[src/rtl/lsfs_pkg.sv]
// ----------------------------------------------------------------------------
// lsfs_pkg
// Shared constants, request codes and types of the LED strip frame sender.
// ----------------------------------------------------------------------------
package lsfs_pkg;

  localparam int MAX_LEDS_DEF = 256;

  localparam int REQ_W  = 3;
  localparam int IDX_W  = 8;
  localparam int BYTE_W = 8;
  localparam int WORD_W = 32;
  localparam int CNT_W  = 9;
  localparam int TAIL_W = 5;

  localparam logic [REQ_W-1:0] REQ_SET   = 3'd0;
  localparam logic [REQ_W-1:0] REQ_WRITE = 3'd1;
  localparam logic [REQ_W-1:0] REQ_BLANK = 3'd2;
  localparam logic [REQ_W-1:0] REQ_CLEAR = 3'd3;
  localparam logic [REQ_W-1:0] REQ_TICK  = 3'd4;

  localparam logic [WORD_W-1:0] OFF_WORD   = 32'hE000_0000;
  localparam logic [BYTE_W-1:0] BRIGHT_MIN = 8'd32;
  localparam logic [BYTE_W-1:0] BRIGHT_ADD = 8'd224;

  typedef struct packed {
    logic              wr_en;
    logic              clr;
    logic              rd_en;
    logic [IDX_W-1:0]  addr;
    logic [WORD_W-1:0] wdata;
  } store_req_t;

  function automatic int store_depth(input int max_leds);
    store_depth = (max_leds < (1 << IDX_W)) ? max_leds : (1 << IDX_W);
  endfunction

endpackage

[src/rtl/lsfs_if.sv]
// ----------------------------------------------------------------------------
// lsfs_req_if / lsfs_tx_if
// Valid/ready channels for requests into and bytes out of the frame sender.
// ----------------------------------------------------------------------------
interface lsfs_req_if;
  logic                             valid;
  logic                             ready;
  logic [lsfs_pkg::REQ_W-1:0]  req_type;
  logic [lsfs_pkg::IDX_W-1:0]  led_index;
  logic [lsfs_pkg::BYTE_W-1:0] brightness_in;
  logic [lsfs_pkg::BYTE_W-1:0] blue_in;
  logic [lsfs_pkg::BYTE_W-1:0] green_in;
  logic [lsfs_pkg::BYTE_W-1:0] red_in;

  modport source (output valid, req_type, led_index, brightness_in, blue_in, green_in,
                  red_in, input ready);
  modport sink (input valid, req_type, led_index, brightness_in, blue_in, green_in,
                red_in, output ready);
endinterface

interface lsfs_tx_if;
  logic                             valid;
  logic                             ready;
  logic [lsfs_pkg::BYTE_W-1:0] out_byte;
  logic                             select_begin;
  logic                             select_end;
  logic                             last;

  modport source (output valid, out_byte, select_begin, select_end, last, input ready);
  modport sink (input valid, out_byte, select_begin, select_end, last, output ready);
endinterface

[src/rtl/lsfs_seq.sv]
// ----------------------------------------------------------------------------
// lsfs_seq
// Request decode, frame sequencer and output word register.
// ----------------------------------------------------------------------------
module lsfs_seq #(
  parameter int MAX_LEDS = lsfs_pkg::MAX_LEDS_DEF
) (
  input  logic                          clk,
  input  logic                          rst,
  input  logic [lsfs_pkg::CNT_W-1:0]    eff_count,
  lsfs_req_if.sink                      req,
  lsfs_tx_if.source                     tx,
  output lsfs_pkg::store_req_t          sreq,
  input  logic [lsfs_pkg::WORD_W-1:0]   rd_data,
  input  logic                          rd_valid
);

  localparam int DEPTH = lsfs_pkg::store_depth(MAX_LEDS);

  typedef enum logic [1:0] {PH_IDLE, PH_START, PH_LEDS, PH_TAIL} phase_t;
  typedef enum logic [1:0] {SRC_ZERO, SRC_OFF, SRC_STORE} src_t;

  phase_t                         phase;
  logic                           blank_mode;
  logic [1:0]                     byte_in_group;
  logic [lsfs_pkg::CNT_W-1:0]     led_counter;
  logic [lsfs_pkg::CNT_W-1:0]     frame_count;
  logic [lsfs_pkg::TAIL_W-1:0]    tail_left;

  logic                           pend;
  src_t                           p_src;
  logic [1:0]                     p_bsel;
  logic                           p_sb;
  logic                           p_se;
  logic                           p_last;

  logic                           out_valid;
  logic [lsfs_pkg::BYTE_W-1:0]    out_byte;
  logic                           out_sb;
  logic                           out_se;
  logic                           out_last;

  logic                           accept;
  logic                           tick_run;
  logic                           in_store;
  logic [lsfs_pkg::CNT_W-1:0]     cnt_inc;
  logic [lsfs_pkg::BYTE_W-1:0]    bri;
  logic [lsfs_pkg::WORD_W-1:0]    word;
  logic [lsfs_pkg::BYTE_W-1:0]    sel_byte;

  assign req.ready = !pend;
  assign accept    = req.valid && req.ready;
  assign tick_run  = accept && (req.req_type == lsfs_pkg::REQ_TICK) && (phase != PH_IDLE);
  assign in_store  = led_counter < lsfs_pkg::CNT_W'(DEPTH);
  assign cnt_inc   = led_counter + lsfs_pkg::CNT_W'(1);

  assign bri = (req.brightness_in < lsfs_pkg::BRIGHT_MIN)
             ? req.brightness_in + lsfs_pkg::BRIGHT_ADD : req.brightness_in;

  always_comb begin
    sreq.wr_en = accept && (req.req_type == lsfs_pkg::REQ_SET)
               && ({1'b0, req.led_index} < eff_count);
    sreq.clr   = accept && (req.req_type == lsfs_pkg::REQ_CLEAR);
    sreq.rd_en = tick_run && (phase == PH_LEDS) && !blank_mode && in_store;
    sreq.addr  = sreq.rd_en ? led_counter[lsfs_pkg::IDX_W-1:0] : req.led_index;
    sreq.wdata = {bri, req.blue_in, req.green_in, req.red_in};
  end

  always_comb begin
    word = (p_src == SRC_STORE && rd_valid) ? rd_data : lsfs_pkg::OFF_WORD;
    case (p_bsel)
      2'd0:    sel_byte = word[31:24];
      2'd1:    sel_byte = word[23:16];
      2'd2:    sel_byte = word[15:8];
      default: sel_byte = word[7:0];
    endcase
    if (p_src == SRC_ZERO) begin
      sel_byte = '0;
    end
  end

  always_ff @(posedge clk) begin
    if (rst) begin
      phase         <= PH_IDLE;
      blank_mode    <= 1'b0;
      byte_in_group <= '0;
      led_counter   <= '0;
      frame_count   <= '0;
      tail_left     <= '0;
      pend          <= 1'b0;
      out_valid     <= 1'b0;
    end else begin
      // drain the pending byte into the output register
      if (pend && (!out_valid || tx.ready)) begin
        out_valid <= 1'b1;
        out_byte  <= sel_byte;
        out_sb    <= p_sb;
        out_se    <= p_se;
        out_last  <= p_last;
        pend      <= 1'b0;
      end else if (out_valid && tx.ready) begin
        out_valid <= 1'b0;
      end

      if (accept) begin
        case (req.req_type)
          lsfs_pkg::REQ_WRITE, lsfs_pkg::REQ_BLANK: begin
            if (phase == PH_IDLE) begin
              blank_mode    <= (req.req_type == lsfs_pkg::REQ_BLANK);
              frame_count   <= eff_count;
              led_counter   <= '0;
              byte_in_group <= '0;
              tail_left     <= lsfs_pkg::TAIL_W'(eff_count >> 5) + lsfs_pkg::TAIL_W'(2);
              phase         <= PH_START;
            end
          end
          lsfs_pkg::REQ_TICK: begin
            if (phase != PH_IDLE) begin
              pend   <= 1'b1;
              p_bsel <= byte_in_group;
              case (phase)
                PH_START: begin
                  p_src  <= SRC_ZERO;
                  p_sb   <= (byte_in_group == 2'd0);
                  p_se   <= (byte_in_group == 2'd3);
                  p_last <= 1'b0;
                  if (byte_in_group == 2'd3) begin
                    phase <= (frame_count != '0) ? PH_LEDS : PH_TAIL;
                  end
                end
                PH_LEDS: begin
                  p_src  <= (blank_mode || !in_store) ? SRC_OFF : SRC_STORE;
                  p_sb   <= (led_counter == '0) && (byte_in_group == 2'd0);
                  p_se   <= (cnt_inc == frame_count) && (byte_in_group == 2'd3);
                  p_last <= 1'b0;
                  if (byte_in_group == 2'd3) begin
                    led_counter <= cnt_inc;
                    if (cnt_inc >= frame_count) begin
                      phase <= PH_TAIL;
                    end
                  end
                end
                default: begin
                  p_src  <= SRC_ZERO;
                  p_sb   <= (byte_in_group == 2'd0);
                  p_se   <= (byte_in_group == 2'd3);
                  p_last <= (byte_in_group == 2'd3) && (tail_left == lsfs_pkg::TAIL_W'(1));
                  if (byte_in_group == 2'd3) begin
                    tail_left <= tail_left - lsfs_pkg::TAIL_W'(1);
                    if (tail_left == lsfs_pkg::TAIL_W'(1)) begin
                      phase <= PH_IDLE;
                    end
                  end
                end
              endcase
              byte_in_group <= byte_in_group + 2'd1;
            end
          end
          default: ;
        endcase
      end
    end
  end

  assign tx.valid        = out_valid;
  assign tx.out_byte     = out_byte;
  assign tx.select_begin = out_sb;
  assign tx.select_end   = out_se;
  assign tx.last         = out_last;

endmodule

[src/flat_wrapper.sv]
// flat-port wrapper written by rule: the top's interface ports become plain ports
module lsfs_seq_flat 
#(
  parameter int MAX_LEDS = lsfs_pkg::MAX_LEDS_DEF
)
  (clk, rst, eff_count, sreq, rd_data, rd_valid, req_valid, req_req_type, req_led_index, req_brightness_in, req_blue_in, req_green_in, req_red_in, req_ready, tx_valid, tx_out_byte, tx_select_begin, tx_select_end, tx_last, tx_ready);
  lsfs_req_if req_i ();
  lsfs_tx_if tx_i ();
  input  logic clk;
  input  logic rst;
  input  logic [lsfs_pkg::CNT_W-1:0] eff_count;
  output lsfs_pkg::store_req_t sreq;
  input  logic [lsfs_pkg::WORD_W-1:0] rd_data;
  input  logic rd_valid;
  input wire logic [$bits(req_i.valid)-1:0] req_valid;
  input wire logic [$bits(req_i.req_type)-1:0] req_req_type;
  input wire logic [$bits(req_i.led_index)-1:0] req_led_index;
  input wire logic [$bits(req_i.brightness_in)-1:0] req_brightness_in;
  input wire logic [$bits(req_i.blue_in)-1:0] req_blue_in;
  input wire logic [$bits(req_i.green_in)-1:0] req_green_in;
  input wire logic [$bits(req_i.red_in)-1:0] req_red_in;
  output wire logic [$bits(req_i.ready)-1:0] req_ready;
  output wire logic [$bits(tx_i.valid)-1:0] tx_valid;
  output wire logic [$bits(tx_i.out_byte)-1:0] tx_out_byte;
  output wire logic [$bits(tx_i.select_begin)-1:0] tx_select_begin;
  output wire logic [$bits(tx_i.select_end)-1:0] tx_select_end;
  output wire logic [$bits(tx_i.last)-1:0] tx_last;
  input wire logic [$bits(tx_i.ready)-1:0] tx_ready;
  assign req_i.valid = req_valid;
  assign req_i.req_type = req_req_type;
  assign req_i.led_index = req_led_index;
  assign req_i.brightness_in = req_brightness_in;
  assign req_i.blue_in = req_blue_in;
  assign req_i.green_in = req_green_in;
  assign req_i.red_in = req_red_in;
  assign req_ready = req_i.ready;
  assign tx_valid = tx_i.valid;
  assign tx_out_byte = tx_i.out_byte;
  assign tx_select_begin = tx_i.select_begin;
  assign tx_select_end = tx_i.select_end;
  assign tx_last = tx_i.last;
  assign tx_i.ready = tx_ready;
  lsfs_seq #(.MAX_LEDS(MAX_LEDS)) u_core (.clk(clk), .rst(rst), .eff_count(eff_count), .req(req_i), .tx(tx_i), .sreq(sreq), .rd_data(rd_data), .rd_valid(rd_valid));
endmodule
[config.mk]
export PLATFORM = sky130hd
export DESIGN_NAME = lsfs_seq_flat
export DESIGN_NICKNAME = d
export VERILOG_FILES = /design/src/rtl/lsfs_pkg.sv /design/src/rtl/lsfs_if.sv /design/src/rtl/lsfs_seq.sv /design/src/flat_wrapper.sv
export SDC_FILE = /design/constraint.sdc
export NUM_CORES = 1
export LEC_CHECK = 0
export BUFFER_PORTS_ARGS = -buffer_cell sky130_fd_sc_hd__buf_2
export CAP_MARGIN = 10
export CORE_MARGIN = 3
export CORE_UTILIZATION = 40
export CTS_CLUSTER_SIZE = 20
export DETAILED_ROUTE_END_ITERATION = 7
export PLACE_DENSITY = 0.72
export SKIP_LAST_GASP = 1
export SLEW_MARGIN = 20
export SYNTH_ARGS = -nofsm -noshare
export SYNTH_HDL_FRONTEND = slang
export SYNTH_SLANG_ARGS = --single-unit
export TNS_END_PERCENT = 50
[constraint.sdc]
create_clock -name clk -period 3 [get_ports clk]
set_clock_uncertainty 0.05 [all_clocks]
set_input_delay 0.3 -clock clk [delete_from_list [all_inputs] [get_ports clk]]
set_output_delay 0.3 -clock clk [all_outputs]
set_load 0.005 [all_outputs]
## Word level (Yosys, flattened, before mapping)

Index checks and enable logic that the tools add are counted.

| word-level totals | value |
|---|---|
| register bits | 48 |
| bits of input ports | 89 |
| output and inout bits | 56 |
| word-level logic and storage cells | 122 |

| operators by class | value |
|---|---|
| $add $sub $neg | 5 |
| order comparisons | 4 |
| eq/ne operators | 19 |
| muxes and demuxes | 36 |
| bitwise gates (word level) | 1 |
| reductions and logical operators | 40 |

Operators with widths:

| operator | count |
|---|---|
| 9-bit 2-to-1 mux | 4 |
| 32-bit 2-to-1 mux | 1 |
| 8-bit case mux with 3 select lines | 1 |
| 2-bit 2-to-1 mux | 10 |
| 5-bit 2-to-1 mux | 4 |
| 9-bit case mux with 2 select lines | 1 |
| 8-bit 2-to-1 mux | 2 |
| 1-bit logical AND | 15 |
| 2-bit case mux with 2 select lines | 3 |
| 6-bit AND reduction | 2 |
| 5-bit case mux with 2 select lines | 1 |
| 9-bit by 1-bit adder with 9-bit output, second input constant | 1 |
| 9-bit equality test | 1 |
| 9-bit greater-or-equal comparator | 1 |
| 9-bit logical NOT | 1 |
| 8-bit by 9-bit < comparator with 1-bit output | 1 |
| 9-bit < comparator, second input constant | 1 |
| 1-bit 2-to-1 mux | 9 |
| 9-bit nonzero test | 1 |
| 8-bit adder, second input constant | 1 |
| 2-bit equality test, second input constant | 4 |
| 2-bit logical NOT | 4 |
| 8-bit by 6-bit < comparator with 1-bit output, second input constant | 1 |
| 2-bit != test, second input constant | 4 |
| other kinds (21) | 31 |

## Longest topological paths before layout

| logic depth | value |
|---|---|
| word-level depth | 8 |
| depth in mapped cells | 11 |
| gate-level depth less buffers | 11 |

## Least setup slack after synthesis

OpenSTA, ideal clock, no wires.

| timing path | value |
|---|---|
| kind | register -> register |
| start point | register u_core.led_counter[2] (netlist bit) |
| end point | register u_core.phase[0] |
| library setup time | 0.121 ns |
| data arrival time | 2.495 ns |
| required time | 2.829 ns |
| path slack | 0.335 ns |
| stages on the path, launching flop included | 12 |
| path buffers | 1 |
| clock period less this slack | 2.665 ns |
| cells stage by stage | dfxtp_1 -> clkbuf_1 -> nand3_1 -> nor3_1 -> nand3_1 -> xnor2_1 -> ha_1 -> nand4_1 -> nor2_1 -> o21ai_0 -> a311oi_1 -> mux2_2 |

| between the ends | value |
|---|---|
| cells in the longest elaborated chain, start to end | 4 |

RTL lines:

| element | RTL line | source |
|---|---|---|
| from (decl) | lsfs_seq.sv:26 | `logic [lsfs_pkg::CNT_W-1:0] led_counter;` |
| from (signal assigned) | lsfs_seq.sv:137 | `led_counter <= cnt_inc;` |
| 9-bit by 1-bit adder with 9-bit output | lsfs_seq.sv:55 | `assign cnt_inc = led_counter + lsfs_pkg::CNT_W'(1);` |
| 9-bit greater-or-equal comparator | lsfs_seq.sv:138 | `if (cnt_inc >= frame_count) begin` |
| 3-bit != test (no line) | -- |  |
| 7-bit AND reduction (no line) | -- |  |
| to (signal assigned) | lsfs_seq.sv:128 | `phase <= (frame_count != '0) ? PH_LEDS : PH_TAIL;` |
| to (decl) | lsfs_seq.sv:23 | `phase_t phase;` |

No other way between the ends.
A chain may end at the register's enable or synchronous reset.

## Worst setup path after layout

| timing path | value |
|---|---|
| start point | register u_core.led_counter[0] (netlist bit) |
| end point | register u_core.phase[0] |

Same word-level chain as after synthesis.

==> metrics.txt <==
TritonRoute pass-1 iters 4; CTS resizes 0; Rows 32; clock sink total 48; via count ~2800; htree depth 2; worst rel slew slack 0.538; Min-Delay Endpoint u_core.frame_count[0]; simple-gate share of the synthesized area 0.196; fin util 0.480; diode count 0; critical path type reg -> reg; crit-path most repeated cell nor2_1; final setup vio count 0; Synth Area in Compound Gates 0.130; Final nets 548; IO Pins 145; global-route wire length before repair around 13000 um; placed instance area 3700 sq um; top cells by area, synth dfxtp_1, edfxtp_1, ha_1; Syn Inst Count between 300 and 400; Cell Chain, Critical Path ha_2, nand3_1, nor2_1, buf_4, xor2_1, ha_1, a211oi_1, nor2_1, nor4b_1, a311oi_2, mux2_2; DRC 0; Core ar. between 7000 and 8000 sq um; hold depth 3; grt total ovfl 0; r2r worst-path depth 11; syn_nets 493; Yosys top cell area share 0.177; Die Area about 9600 sq um; pre-CTS WS 0.181 ns; Max Cap Viol 0; number of fill cells in the layout around 760; Reg clk slew, reported paths 0.10 ns; Root Buffer clkbuf_8; reg2reg setup slack about 0.25 ns; Hold Path Class in -> reg; P&R area growth vs syn 13.0%; Crit path required time roughly 3.2 ns; post-synthesis xor/xnor area fraction 0.0233; Tmin final approximately 2.7 ns; share of cells above drive strength 1 0.284; RSZ-0062 raised after global routing no; Adder-Cell Fraction of Synth Area 0.0998; synthesized area per cell 8.98 sq um; IR drop worst, VDD around 0.19 mV; Total Routed Length a little under 8000 um; status finished, final reports clean; max incr delay on CP roughly 0.38 ns; Synth cell types 51; CP max FO 5; Routability Congestion approximately 0.87; setup TNS 0 ns; FF+latch count, synth 48; Pins Over Slew Limit 0; count leader, synth nor2_1; CTS tree yes; Max Fclk ~0.36 GHz; pin count of the biggest net entering global routing 36; worst reg2reg startpoint u_core.led_counter[0]; register area between 1000 and 1500 sq um; starting utilization of the core area 0.425; Final Hold Viols 0; CP startpoint kind flop; crit path max-delay cell type dfxtp_2; Synth top cells by count nor2_1, dfxtp_1, buf_4, inv_1; Final HPWL DP just over 6000 um; CP endpoint kind flop; Syn Std Cell Area about 3400 sq um; Period Utilization, post-route 0.916; Die X about 100 um; DR iter-0 viols 151; cell family with most CP delay simple AND/OR/NAND/NOR gates; vias per cell between 5 and 6; Reg-to-Reg End u_core.phase[0]; hold path start eff_count[0]; post-synthesis mux area share 0.0950; async set-or-reset flop fraction in the synthesized netlist 0; Warnings, synthesis 0; final setup margin 0.252 ns; design area between 3000 and 4000 sq um; Tightest Pin Transition 0.682 ns; Num CTS Buffers 5; main combinational cell family by area after synthesis simple AND/OR/NAND/NOR gates; Arr. time, crit path about 2.9 ns; Port Buf Inserts 86; power per cell area approximately 360 nW/um^2; Hold Buf Count CTS 0; Total GRT Usage 0.164; Leak ~1.7 nW; Setup Fix Bufs, Post-CTS 0; Power Total ~0.0014 W; prevailing post-synth register cell dfxtp_1; post-route antenna net violation count 0; Clock Latency Late Sink slightly above 0.3 ns; Die H ~98 um; number of global-route vias before repair about 2700; WL/cell around 15 um; maximum root-to-sink buffer count 2; number of flops mapped to enable cells by yosys 18; post-synthesis sequential area ratio 0.337; area leader, netlist dfxtp_1; initial antenna violation count 0; area of the multi-input gates between 1500 and 2000 sq um; crit path buf inv count 1
[tightest hold or removal path, cell delays in order]
cell and delay, ns:
buf_2 0.09, mux2i_1 0.06, nor2_1 0.07
[state kept, by name (all words and copies together), names as in the netlist]
name / cells
u_core.tail_left: 5
u_core.p_src: 2
u_core.frame_count: 9
u_core.pend: 1
u_core.tx.select_end: 1
u_core.tx.select_begin: 1
u_core.blank_mode: 1
u_core.tx.valid: 1
u_core.phase: 2
u_core.led_counter: 9
u_core.byte_in_group: 2
u_core.tx.last: 1
u_core.p_bsel: 2
u_core.p_sb: 1
u_core.p_se: 1
u_core.tx.out_byte: 8
u_core.p_last: 1
[placed cells by master, fill, tap and decap left out, types with 3 or more instances in the layout]
cell type  synthesis  routed
clkbuf_8           0       5
dfxtp_1           30      29
a21oi_1           25      25
a31oi_1            3       3
nand3_1           15      15
xnor2_1            5       5
nand2_1           27      27
buf_4             29       7
and2_1             6       6
buf_2              2      86
xor2_1             4       4
mux2i_1           10      10
a311oi_1           4       3
nor3_1             5       5
a31o_2             3       3
nor4_1             3       3
nand3b_1           3       3
mux2_4             5       5
edfxtp_1          18      18
inv_1             29      29
nor2_1            34      34
o21ai_0           15      15
nor2b_1            3       3
mux2_2             3       3
nor4b_1            5       5
nand2b_1           7       7
a21o_1             7       7
nor3b_1            6       6
ha_1              27      26
mux4_2             5       5
[power by group]
part | switching (W) | internal (W) | total, W
logic | 0.000100 | 0.0000946 | 0.000195
registers | 0.00000920 | 0.000680 | 0.000690
clock network | 0.000232 | 0.000251 | 0.000483
[worst max path at each step]
stage                          startpoint               to  cells after the start
finish              u_core.led_counter[0]  u_core.phase[0]                     11
global route        u_core.led_counter[0]  u_core.phase[0]                     11
CTS                 u_core.led_counter[0]  u_core.phase[0]                     11
detailed placement  u_core.led_counter[0]  u_core.phase[0]                     11
global placement    u_core.led_counter[0]  u_core.phase[0]                     11
floorplan           u_core.led_counter[2]  u_core.phase[0]                     11
[final cells by class]
cell class / instances / area share
Multi-Input combinational cell: 255 / 0.483
Sequential cell: 48 / 0.299
Timing Repair Buffer: 93 / 0.126
Tap cell: 102 / 0.0334
Inverter: 29 / 0.0285
Clock buffer: 5 / 0.0180
Clock inverter: 3 / 0.0121
[stage by stage]
stage | hold slack (ns) | instances
floorplan | 0.350 | 377
global placement | 0.356 | 527
detailed placement | 0.355 | 527
CTS | 0.181 | 535
global route | 0.210 | 535
finish | 0.190 | 535
[routing by layer]
metal,share of wire,track usage,vias to the layer above,wire (um)
met5,0,0,-,0
met4,0.013,0.0437,0,102
met3,0.083,0.0364,11,655
met2,0.46,0.270,109,3640
met1,0.44,0.218,1308,3490
li1,-,-,1406,-
[kinds of logic (layout without fill, tap and decap cells)]
logic type / after synthesis / in the layout
buffers and inverters: 74 / 130
adder cells (fa/ha/maj): 27 / 27
AO/OA/AOI/OAI: 70 / 70
AND/OR/NAND/NOR: 126 / 126
multiplexers: 23 / 23
flip-flops: 48 / 48
XOR/XNOR: 9 / 9
Note: power is estimated with default switching activity, not from simulation.
